**src/i4dq_pkg.sv**
```systemverilog
`default_nettype none

package i4dq_pkg;

    localparam int ACT_W    = 16;
    localparam int SCALE_W  = 16;
    localparam int BYTE_W   = 8;
    localparam int ZERO_W   = 8;
    localparam int NIBBLE_W = 4;
    localparam int DIFF_W   = ZERO_W + 1;
    localparam int DQ_W     = SCALE_W + DIFF_W;
    localparam int PROD_W   = ACT_W + DQ_W;
    localparam int DEQ_W    = 16;
    localparam int VALUE_W  = 48;

    localparam logic [NIBBLE_W-1:0] NIBBLE_MASK  = 4'hf;
    localparam int                  NIBBLE_SHIFT = 4;

    localparam logic MODE_DOT     = 1'b0;
    localparam logic MODE_DEQUANT = 1'b1;

    typedef struct packed {
        logic signed [ACT_W-1:0]   act_low;
        logic signed [ACT_W-1:0]   act_high;
        logic        [BYTE_W-1:0]  packed_byte;
        logic signed [SCALE_W-1:0] group_scale;
        logic        [ZERO_W-1:0]  group_zero;
        logic                      vector_last;
    } in_word_t;

    typedef struct packed {
        logic signed [VALUE_W-1:0] value;
        logic                      run_last;
        logic                      vector_end;
    } out_word_t;

    typedef struct packed {
        logic dq_en;
        logic mul_en;
    } lane_ctrl_t;

    typedef struct packed {
        logic add_en;
        logic use_hi;
        logic clear;
    } acc_ctrl_t;

    typedef enum logic [2:0] {
        ST_IDLE,
        ST_DEQ,
        ST_MUL,
        ST_ADD_LO,
        ST_ADD_HI,
        ST_EMIT_DOT,
        ST_EMIT_LO,
        ST_EMIT_HI
    } state_t;

endpackage

`default_nettype wire

```
**src/int4_group_dequant_dot_top.sv**
```systemverilog
// int4 group dequantizer and dot product engine
//
// item channel: one word per packed weight byte, with its group scale, zero
// point and the two activations for the low and high nibble. result channel:
// value with run_last and vector_end. cfg_we/cfg_data write output_mode.
//
// one item is in flight at a time. after acceptance the two nibble lanes form
// scale*(w-zero) in the DEQ step and act*dq in the MUL step; the shared
// accumulator then takes the low and the high product in separate ADD_LO and
// ADD_HI steps, since each add saturates on its own. on a vector's last item an
// EMIT_DOT step follows and loads the dot result; in dequant mode the adds are
// skipped and EMIT_LO and EMIT_HI load the two dequantized words in turn.
//
// the result register lets the next item be accepted while a result waits.
// if the receiver stalls, the block holds in its emit step until the result
// register frees up; no word is dropped.
//
// reset clears the accumulator, output_mode and all handshake state.
`default_nettype none

module int4_group_dequant_dot_top
    import i4dq_pkg::*;
#(
    parameter int ACC_WIDTH = 48
)
(
    input  wire logic      clk,
    input  wire logic      rst_n,
    input  wire logic      item_valid,
    output logic           item_ready,
    input  wire in_word_t  item,
    output logic           result_valid,
    input  wire logic      result_ready,
    output out_word_t      result,
    input  wire logic      cfg_we,
    input  wire logic      cfg_data
);

    state_t    state_reg;
    state_t    state_next;
    in_word_t  item_reg;
    logic      mode_reg;
    logic      result_valid_reg;
    logic      result_valid_next;
    out_word_t result_reg;
    out_word_t result_next;
    logic      load;
    logic      out_free;

    lane_ctrl_t lane_ctrl;
    acc_ctrl_t  acc_ctrl;

    logic signed [PROD_W-1:0]  prod_lo;
    logic signed [PROD_W-1:0]  prod_hi;
    logic signed [DEQ_W-1:0]   deq_lo;
    logic signed [DEQ_W-1:0]   deq_hi;
    logic signed [VALUE_W-1:0] acc_value;

    i4dq_lane u_lane_lo
    (
        .clk    (clk),
        .ctrl   (lane_ctrl),
        .nibble (item_reg.packed_byte[NIBBLE_W-1:0]),
        .zero   (item_reg.group_zero),
        .scale  (item_reg.group_scale),
        .act    (item_reg.act_low),
        .prod   (prod_lo),
        .deq    (deq_lo)
    );

    i4dq_lane u_lane_hi
    (
        .clk    (clk),
        .ctrl   (lane_ctrl),
        .nibble (item_reg.packed_byte[NIBBLE_SHIFT +: NIBBLE_W]),
        .zero   (item_reg.group_zero),
        .scale  (item_reg.group_scale),
        .act    (item_reg.act_high),
        .prod   (prod_hi),
        .deq    (deq_hi)
    );

    i4dq_acc #(
        .ACC_WIDTH (ACC_WIDTH)
    ) u_acc
    (
        .clk       (clk),
        .rst_n     (rst_n),
        .ctrl      (acc_ctrl),
        .prod_lo   (prod_lo),
        .prod_hi   (prod_hi),
        .acc_value (acc_value)
    );

    assign out_free = !result_valid_reg || result_ready;

    always_comb
    begin
        state_next  = state_reg;
        item_ready  = 1'b0;
        lane_ctrl   = '0;
        acc_ctrl    = '0;
        load        = 1'b0;
        result_next = result_reg;
        unique case (state_reg)
            ST_IDLE:
            begin
                item_ready = 1'b1;
                if (item_valid)
                begin
                    state_next = ST_DEQ;
                end
            end
            ST_DEQ:
            begin
                lane_ctrl.dq_en = 1'b1;
                state_next      = ST_MUL;
            end
            ST_MUL:
            begin
                lane_ctrl.mul_en = 1'b1;
                state_next       = (mode_reg == MODE_DEQUANT) ? ST_EMIT_LO : ST_ADD_LO;
            end
            ST_ADD_LO:
            begin
                acc_ctrl.add_en = 1'b1;
                state_next      = ST_ADD_HI;
            end
            ST_ADD_HI:
            begin
                acc_ctrl.add_en = 1'b1;
                acc_ctrl.use_hi = 1'b1;
                state_next      = item_reg.vector_last ? ST_EMIT_DOT : ST_IDLE;
            end
            ST_EMIT_DOT:
            begin
                if (out_free)
                begin
                    load                   = 1'b1;
                    acc_ctrl.clear         = 1'b1;
                    result_next.value      = acc_value;
                    result_next.run_last   = 1'b1;
                    result_next.vector_end = 1'b1;
                    state_next             = ST_IDLE;
                end
            end
            ST_EMIT_LO:
            begin
                if (out_free)
                begin
                    load                   = 1'b1;
                    result_next.value      = {{(VALUE_W-DEQ_W){deq_lo[DEQ_W-1]}}, deq_lo};
                    result_next.run_last   = 1'b0;
                    result_next.vector_end = item_reg.vector_last;
                    state_next             = ST_EMIT_HI;
                end
            end
            ST_EMIT_HI:
            begin
                if (out_free)
                begin
                    load                   = 1'b1;
                    result_next.value      = {{(VALUE_W-DEQ_W){deq_hi[DEQ_W-1]}}, deq_hi};
                    result_next.run_last   = 1'b1;
                    result_next.vector_end = item_reg.vector_last;
                    state_next             = ST_IDLE;
                end
            end
            default:
            begin
                state_next = ST_IDLE;
            end
        endcase
    end

    always_comb
    begin
        result_valid_next = result_valid_reg;
        if (load)
        begin
            result_valid_next = 1'b1;
        end
        else if (result_ready)
        begin
            result_valid_next = 1'b0;
        end
    end

    always_ff @(posedge clk or negedge rst_n)
    begin
        if (!rst_n)
        begin
            state_reg        <= ST_IDLE;
            mode_reg         <= MODE_DOT;
            result_valid_reg <= 1'b0;
        end
        else
        begin
            state_reg        <= state_next;
            result_valid_reg <= result_valid_next;
            if (cfg_we)
            begin
                mode_reg <= cfg_data;
            end
        end
    end

    always_ff @(posedge clk)
    begin
        if (item_valid && item_ready)
        begin
            item_reg <= item;
        end
        if (load)
        begin
            result_reg <= result_next;
        end
    end

    assign result_valid = result_valid_reg;
    assign result       = result_reg;

    a_acc_cleared: assert property (@(posedge clk) disable iff (!rst_n)
        (state_reg == ST_EMIT_DOT && out_free) |=> (acc_value == '0))
        else $error("accumulator not cleared after dot result");

    a_pair_end: assert property (@(posedge clk) disable iff (!rst_n)
        (state_reg == ST_EMIT_HI && out_free) |=> (result_valid && result.run_last))
        else $error("second dequant word missing run_last");

    a_add_dot_only: assert property (@(posedge clk) disable iff (!rst_n)
        acc_ctrl.add_en |-> (mode_reg == MODE_DOT && !load))
        else $error("accumulator add outside dot mode");

endmodule

`default_nettype wire

```
**src/i4dq_lane.sv**
```systemverilog
`default_nettype none

module i4dq_lane
    import i4dq_pkg::*;
(
    input  wire logic                       clk,
    input  wire lane_ctrl_t                 ctrl,
    input  wire logic        [NIBBLE_W-1:0] nibble,
    input  wire logic        [ZERO_W-1:0]   zero,
    input  wire logic signed [SCALE_W-1:0]  scale,
    input  wire logic signed [ACT_W-1:0]    act,
    output logic signed      [PROD_W-1:0]   prod,
    output logic signed      [DEQ_W-1:0]    deq
);

    logic signed [DIFF_W-1:0] diff;
    logic signed [DQ_W-1:0]   dq_reg;
    logic signed [DQ_W-1:0]   dq_next;
    logic signed [PROD_W-1:0] prod_reg;
    logic signed [PROD_W-1:0] prod_next;

    assign diff      = $signed({{(DIFF_W-NIBBLE_W){1'b0}}, nibble & NIBBLE_MASK})
                     - $signed({1'b0, zero});
    assign dq_next   = scale * diff;
    assign prod_next = act * dq_reg;

    always_ff @(posedge clk)
    begin
        if (ctrl.dq_en)
        begin
            dq_reg <= dq_next;
        end
        if (ctrl.mul_en)
        begin
            prod_reg <= prod_next;
        end
    end

    // saturate to q3.12
    always_comb
    begin
        if (dq_reg[DQ_W-1:DEQ_W-1] == {(DQ_W-DEQ_W+1){dq_reg[DQ_W-1]}})
        begin
            deq = dq_reg[DEQ_W-1:0];
        end
        else
        begin
            deq = {dq_reg[DQ_W-1], {(DEQ_W-1){~dq_reg[DQ_W-1]}}};
        end
    end

    assign prod = prod_reg;

endmodule

`default_nettype wire

```
**src/i4dq_acc.sv**
```systemverilog
`default_nettype none

module i4dq_acc
    import i4dq_pkg::*;
#(
    parameter int ACC_WIDTH = 48
)
(
    input  wire logic                      clk,
    input  wire logic                      rst_n,
    input  wire acc_ctrl_t                 ctrl,
    input  wire logic signed [PROD_W-1:0]  prod_lo,
    input  wire logic signed [PROD_W-1:0]  prod_hi,
    output logic signed      [VALUE_W-1:0] acc_value
);

    logic signed [ACC_WIDTH-1:0] acc_reg;
    logic signed [ACC_WIDTH-1:0] acc_next;
    logic signed [PROD_W-1:0]    prod;
    logic signed [ACC_WIDTH:0]   sum;

    assign prod = ctrl.use_hi ? prod_hi : prod_lo;
    assign sum  = (ACC_WIDTH+1)'(acc_reg) + (ACC_WIDTH+1)'(prod);

    always_comb
    begin
        acc_next = acc_reg;
        if (ctrl.clear)
        begin
            acc_next = '0;
        end
        else if (ctrl.add_en)
        begin
            if (sum[ACC_WIDTH] != sum[ACC_WIDTH-1])
            begin
                acc_next = {sum[ACC_WIDTH], {(ACC_WIDTH-1){~sum[ACC_WIDTH]}}};
            end
            else
            begin
                acc_next = sum[ACC_WIDTH-1:0];
            end
        end
    end

    always_ff @(posedge clk or negedge rst_n)
    begin
        if (!rst_n)
        begin
            acc_reg <= '0;
        end
        else
        begin
            acc_reg <= acc_next;
        end
    end

    generate
        if (ACC_WIDTH > VALUE_W)
        begin : g_clamp
            always_comb
            begin
                if (acc_reg[ACC_WIDTH-1:VALUE_W-1]
                    == {(ACC_WIDTH-VALUE_W+1){acc_reg[ACC_WIDTH-1]}})
                begin
                    acc_value = acc_reg[VALUE_W-1:0];
                end
                else
                begin
                    acc_value = {acc_reg[ACC_WIDTH-1], {(VALUE_W-1){~acc_reg[ACC_WIDTH-1]}}};
                end
            end
        end
        else if (ACC_WIDTH < VALUE_W)
        begin : g_extend
            assign acc_value = {{(VALUE_W-ACC_WIDTH){acc_reg[ACC_WIDTH-1]}}, acc_reg};
        end
        else
        begin : g_same
            assign acc_value = acc_reg[VALUE_W-1:0];
        end
    endgenerate

endmodule

`default_nettype wire
```
**config.mk**
```make
export PLATFORM = sky130hd
export DESIGN_NAME = int4_group_dequant_dot_top
export DESIGN_NICKNAME = d
export VERILOG_FILES = /design/src/i4dq_pkg.sv /design/src/int4_group_dequant_dot_top.sv /design/src/i4dq_lane.sv /design/src/i4dq_acc.sv
export SDC_FILE = /design/constraint.sdc
export NUM_CORES = 2
export LEC_CHECK = 0
export BUFFER_PORTS_ARGS = -buffer_cell sky130_fd_sc_hd__buf_4
export CAP_MARGIN = 20
export CELL_PAD_IN_SITES_DETAIL_PLACEMENT = 1
export CELL_PAD_IN_SITES_GLOBAL_PLACEMENT = 1
export CORE_AREA = 5 5 320 322
export CTS_CLUSTER_SIZE = 10
export DETAILED_ROUTE_END_ITERATION = 10
export DIE_AREA = 0 0 325 327
export PLACE_DENSITY_LB_ADDON = 0.1
export SYNTH_ARGS = -nofsm -noshare
export SYNTH_HDL_FRONTEND = slang
export SYNTH_SLANG_ARGS = --single-unit
```
**constraint.sdc**
```tcl
create_clock -name clk -period 7.5 [get_ports clk]
set_input_delay 1.125 -clock clk [delete_from_list [all_inputs] [get_ports clk]]
set_output_delay 1.125 -clock clk [all_outputs]
set_load 0.02 [all_outputs]
```
# Word level (Yosys, flattened, before mapping)
# Cells that the tools add are included.
[op_classes] n_mul=4 eq_ne=15 addsub=3 n_reduce_logical=12 muxes=26 bitwise=3
[ops] op="50-bit two-way mux" n=3
[ops] op="50-bit case mux with 3 select lines" n=1
[ops] op="48-bit two-way mux" n=3
[ops] op="16-bit by 25-bit multiplier with 41-bit output" n=2
[ops] op="16-bit by 9-bit multiplier with 25-bit output" n=2
[ops] op="48-bit by 41-bit adder with 49-bit output" n=1
[ops] op="41-bit two-way mux" n=1
[ops] op="16-bit two-way mux" n=2
[ops] op="3-bit case mux with 7 select lines" n=1
[ops] op="9-bit == test" n=2
[ops] op="4-bit by 8-bit subtractor with 9-bit output" n=2
[ops] op="3-bit two-way mux" n=5
[ops] op="3-bit == test (second input constant)" n=4
[ops] op="1-bit two-way mux" n=10
[ops] op="2-bit != test (second input constant)" n=4
[ops] op="3-bit by 2-bit == test with 1-bit output (second input constant)" n=2
[ops] op="5-bit AND reduction" n=1
[ops] op="2-bit nonzero test" n=2
[ops] op="2-bit OR reduction" n=2
[ops] op="3-bit by 1-bit == test with 1-bit output (second input constant)" n=1
[ops] op="3-bit logical NOT" n=1
[ops] op="1-bit NOT" n=3
[ops] op="3-bit AND reduction" n=1
[ops] op="3-bit nonzero test" n=1
[ops] op="6 further kinds" n=6
[word_totals] ff_bits=300 output_inout_bits=52 inputBits=71

# Logic depth before layout (Yosys ltp)
[depth] word_depth=8 mapped_depth=31 depth_no_buf=30

# By module
# A second synthesis with hierarchy kept.
[unflattened] hier_cells=5463 hier_area_um2=52858.2
[by_module_without_submodules] module="i4dq_lane at u_lane_hi" seq_area_each_um2=1981.9 n_inst=1 cells_each=2313 area_each_um2=21772.1
[by_module_without_submodules] module="i4dq_lane at u_lane_lo" seq_area_each_um2=1981.9 n_inst=1 cells_each=2272 area_each_um2=21630.7
[by_module_without_submodules] module="i4dq_acc" seq_area_each_um2=1201.2 n_inst=1 cells_each=633 area_each_um2=5034.8
[by_module_without_submodules] module="int4_group_dequant_dot_top" seq_area_each_um2=3578.4 n_inst=1 cells_each=245 area_each_um2=4420.5

# Least setup slack after synthesis
# OpenSTA, ideal clock, no wires.
[synth_timing] path_type="register to register" from="register item_reg[1] (netlist bit)" to="register u_lane_lo.dq_reg[23], data pin" stages_incl_launch_ff=28 slack_ps=552 setup_ps=262 path_buffers=1 required_ps=7238 arrival_ps=6686 cell_sequence="edfxtp_1 -> ha_1 -> fa_1 -> inv_1 -> a21o_1 -> a21oi_1 -> xnor2_1 -> clkbuf_1 -> nor2b_1 -> fa_1 -> inv_1 -> fa_1 -> inv_1 -> fa_1 -> fa_1 -> inv_1 -> fa_1 -> inv_1 -> ha_1 -> o21ai_0 -> a21boi_0 -> o21ai_0 -> a21oi_1 -> a211oi_1 -> nor4_1 -> a2111oi_0 -> a21oi_1 -> xor2_1"
[synth_between] elab_chain_len=2
[synth_lines] item="from (decl)" line_no="int4_group_dequant_dot_top.sv:41" text="in_word_t item_reg;"
[synth_lines] item="from (signal assigned)" line_no="int4_group_dequant_dot_top.sv:212" text="item_reg <= item;"
[synth_lines] item="4-bit by 8-bit subtractor with 9-bit output" line_no="i4dq_lane.sv:23" text="- $signed({1'b0, zero});"
[synth_lines] item="16-bit by 9-bit multiplier with 25-bit output" line_no="i4dq_lane.sv:24" text="assign dq_next = scale * diff;"
[synth_lines] item="net u_lane_lo.dq_next[23]" line_no="i4dq_lane.sv:18" text="logic signed [DQ_W-1:0] dq_next;"
[synth_lines] item="to (signal assigned)" line_no="i4dq_lane.sv:31" text="dq_reg <= dq_next;"
[synth_lines] item="to (decl)" line_no="i4dq_lane.sv:17" text="logic signed [DQ_W-1:0] dq_reg;"
# The timed path passes the listed nets, and every way through them passes these cells.
# A chain may end at the register's enable or synchronous reset.

# Final worst setup path
[layout_timing] from="register u_lane_hi.dq_reg[14]" to="register u_lane_hi.prod_reg[39] (netlist: u_lane_hi.prod[39]), data pin"
[layout_between] elab_chain_len=1
[layout_lines] item="from (decl)" line_no="i4dq_lane.sv:17"
[layout_lines] item="from (signal assigned)" line_no="i4dq_lane.sv:31"
[layout_lines] item="16-bit by 25-bit multiplier with 41-bit output" line_no="i4dq_lane.sv:25" text="assign prod_next = act * dq_reg;"
[layout_lines] item="net u_lane_hi.prod_next[39]" line_no="i4dq_lane.sv:20" text="logic signed [PROD_W-1:0] prod_next;"
[layout_lines] item="to (signal assigned)" line_no="i4dq_lane.sv:35" text="prod_reg <= prod_next;"
[layout_lines] item="to (decl)" line_no="i4dq_lane.sv:19" text="logic signed [PROD_W-1:0] prod_reg;"
# The timed path passes the listed nets, and every way through them passes these cells.

==> out/metrics.yaml <==
timing:
  fin_crit_sh: 0.952
  setup_viol: 0
  fin_skew_ns: 0.0251
  finalHoldViolations: 0
  rsz0062_at_grt: "no"
  tightest_slew_ns: 1.06
  period_needed_ns: 7.14
  tns_ns: 0
  fmax_mhz: 140
  slew_headroom: 0.293
  slew_viol_final: 0
clock_tree:
  numCtsBuffers: 41
  tritoncts: "built"
  cts.sinks: 300
  cts-root-buf: "clkbuf_16"
  cts-htree-levels: 2
  clock_latency_ns: 0.62
  cts.clk_slew.worst_paths_ns: 0.06
  cts_buffer_depth: 3
placed_design:
  place_congestion: 0.879
  io_buffers: 122
  place_hpwl_um: 124000
grt:
  grt_pass1_wl_um: 241000
  grt_max_degree: 83
  antenna_found_initial: 4
  grt_remaining_overflow: 0
  grt_usage: 0.290
  grt_pass1_vias: 42641
run:
  drv_cap: 0
finish:
  multi_input_area_um2: 38300
  area_growth_pct: 7.92
  num-nets-final: 6823
  drive_above_1_share: 0.0774
  largest_reg_flops: 65
  fillers: 11002
  seq_area_um2: 8740
yosys:
  ys.flop_type: "edfxtp_1"
  synth_warnings: 0
  ys_ff_latch: 300
  netlist_area_um2: 52100
  syn_avg_cell_area_um2: 9.86
  synth_nets: 6732
  yosys-top-cells-count: "inv_1 (1131), fa_1 (1017), nand2_1 (567), and2_1 (447), ha_1 (362)"
  yosysTopAreaCellShare: 0.391
  synthDistinctLibCells: 85
  synth.most_common_cell: "inv_1"
  synthCells: 5282
  yosys.area.top_type: "fa_1"
  synthArstFlopShare: 0.177
  seq_area_frac_synth: 0.168
  synth_edf_count: 247
  synthTopCellsByArea: "fa_1 (39%), edfxtp_1 (14%), ha_1 (8.7%), inv_1 (8.2%), and2_1 (5.4%)"
route:
  firstDrtPassIters: 5
  routed_via_density: 5.53
  vias: 37062
  remaining_drc_errors: 0
  drt-total-wl_um: 151000
  ant_nets: 0
  wire_per_inst_um: 22.6
  first_iter_violations: 2129
critical_path:
  path_max_fanout: 12
  reg2reg_depth: 22
  cp.required_ns: 7.87
  critical_path_depth: 22
  arrival_ns: 7.51
  endpoint_kind: "register"
  worst_path_largest_cell_delay_ns: 0.76
  crit_buf_inv: 4
  worstSetupStartpointType: "register"
  critPathKind: "register to register"
  critical_path.top_delay_family: "adder cells"
  cp_common_cell: "fa_1"
  slowest_stage: "edfxtp_1"
  cp_cell_sequence: "buf_4 -> nand2_1 -> fa_1 -> inv_1 -> fa_1 -> fa_1 -> fa_1 -> fa_1 -> inv_1 -> fa_1 -> inv_1 -> ha_1 -> and4_1 -> nand2_1 -> or4_1 -> o2111ai_1 -> a211oi_2 -> o21ai_1 -> o41ai_2 -> o311ai_1 -> a21oi_1 -> xnor2_1"
die:
  ios: 123
  core_um2: 99300
  start_util: 0.525
  dieArea_um2: 106000
  rows: 116
  die_w_um: 325
  die_h_um: 327
run_status:
  outcome: "completed"
hold_path:
  holdPathStages: 1
  hold_class: "register to register"
==> path summary, 6_finish.rpt <==
path	startpoint	end	slack (ns)
min in group asynchronous	rst_n	u_acc.acc_value[6]	0.61
min	u_acc.acc_value[41]	u_acc.acc_value[41]	0.55
max	u_lane_hi.dq_reg[14]	u_lane_hi.prod[39]	0.36
max reg2reg	u_lane_hi.dq_reg[14]	u_lane_hi.prod[39]	0.36
min reg2reg	u_acc.acc_value[41]	u_acc.acc_value[41]	0.55
max in group asynchronous	rst_n	u_acc.acc_value[44]	6.36
==> layout make-up <==
cell class                 count  area share
antenna                        1   0.0000445
clock buffer                  55      0.0194
clock inverter                19     0.00396
inverter                    1131      0.0755
multi-input combinational   3635       0.681
sequential                   300       0.156
tap                         1298      0.0289
timing repair buffer         264      0.0359
==> cell usage in the layout, fill, tap and decap left out, drive strengths merged, types with 6 or more instances in the layout <==
| cell | netlist | routed |
|---|---|---|
| a211oi | 13 | 13 |
| a21boi | 7 | 7 |
| a21o | 115 | 115 |
| a21oi | 144 | 144 |
| a221o | 46 | 46 |
| a31oi | 18 | 18 |
| and2 | 447 | 447 |
| and3 | 21 | 21 |
| buf | 16 | 264 |
| clkbuf | 200 | 55 |
| clkinv | 0 | 13 |
| dfrtp | 53 | 53 |
| edfxtp | 247 | 247 |
| fa | 1017 | 1017 |
| ha | 362 | 362 |
| inv | 1131 | 1133 |
| mux2 | 42 | 42 |
| nand2 | 567 | 567 |
| nand2b | 80 | 80 |
| nand3 | 43 | 43 |
| nand4 | 19 | 19 |
| nor2 | 164 | 164 |
| nor2b | 62 | 62 |
| nor3 | 32 | 32 |
| nor4 | 8 | 8 |
| o211ai | 13 | 13 |
| o21a | 19 | 19 |
| o21ai | 102 | 102 |
| o21bai | 19 | 19 |
| o31ai | 6 | 6 |
| or2 | 12 | 12 |
| or3 | 12 | 12 |
| xnor2 | 145 | 145 |
| xor2 | 40 | 40 |
==> logic make-up (layout without fill, tap and decap cells) <==
group           Yosys count  count (layout)  share of synthesized area
buf+inv                1347            1469                     0.0985
xor+xnor                185             185                     0.0311
other cells               0               1                          0
mux                      44              44                    0.00947
compound gates          548             548                     0.0730
fa+ha+maj              1380            1380                      0.478
flops                   300             300                      0.168
simple gates           1478            1478                      0.142
==> worst register-to-register path, delay by kind of cell (launching register included) <==
family                   cells  cell delay (ns)
adder cells (fa/ha/maj)      7             3.51
AO/OA/AOI/OAI                6             1.10
AND/OR/NAND/NOR              4             0.96
flip-flops                   1             0.76
buffers and inverters        4             0.45
XOR/XNOR                     1             0.13
==> per-stage QoR <==
step                hold slack [ns]  instance area (um^2)  worst slack (ns)  utilization  cells
global route                  0.563                 56200            0.0372        0.566   6702
CTS                           0.549                 56100             0.177        0.565   6698
finish                        0.551                 56200             0.360        0.566   6703
floorplan                     0.499                 52100             0.552            -   5282
global placement              0.533                 54800             0.455        0.552   6624
detailed placement            0.536                 54800             0.263        0.552   6624
==> routing by layer <==
metal	track usage	share of wire	up-vias
li1	-	-	16393
met1	0.386	0.42	19543
met2	0.507	0.50	929
met3	0.0417	0.053	197
met4	0.0717	0.028	0
met5	0	0	-
==> repair_timing <==
| item | CTS | global route |
|---|---|---|
| gates resized for setup | 0 | 3 |
| hold buffers | 0 | 0 |
| endpoints found under the setup margin | 0 | 3 |
| buffers inserted | 0 | 3 |
Power is left out: the tool's default activity adds up to more than one toggle a clock period on the data nets, which glitch-free logic cannot reach.
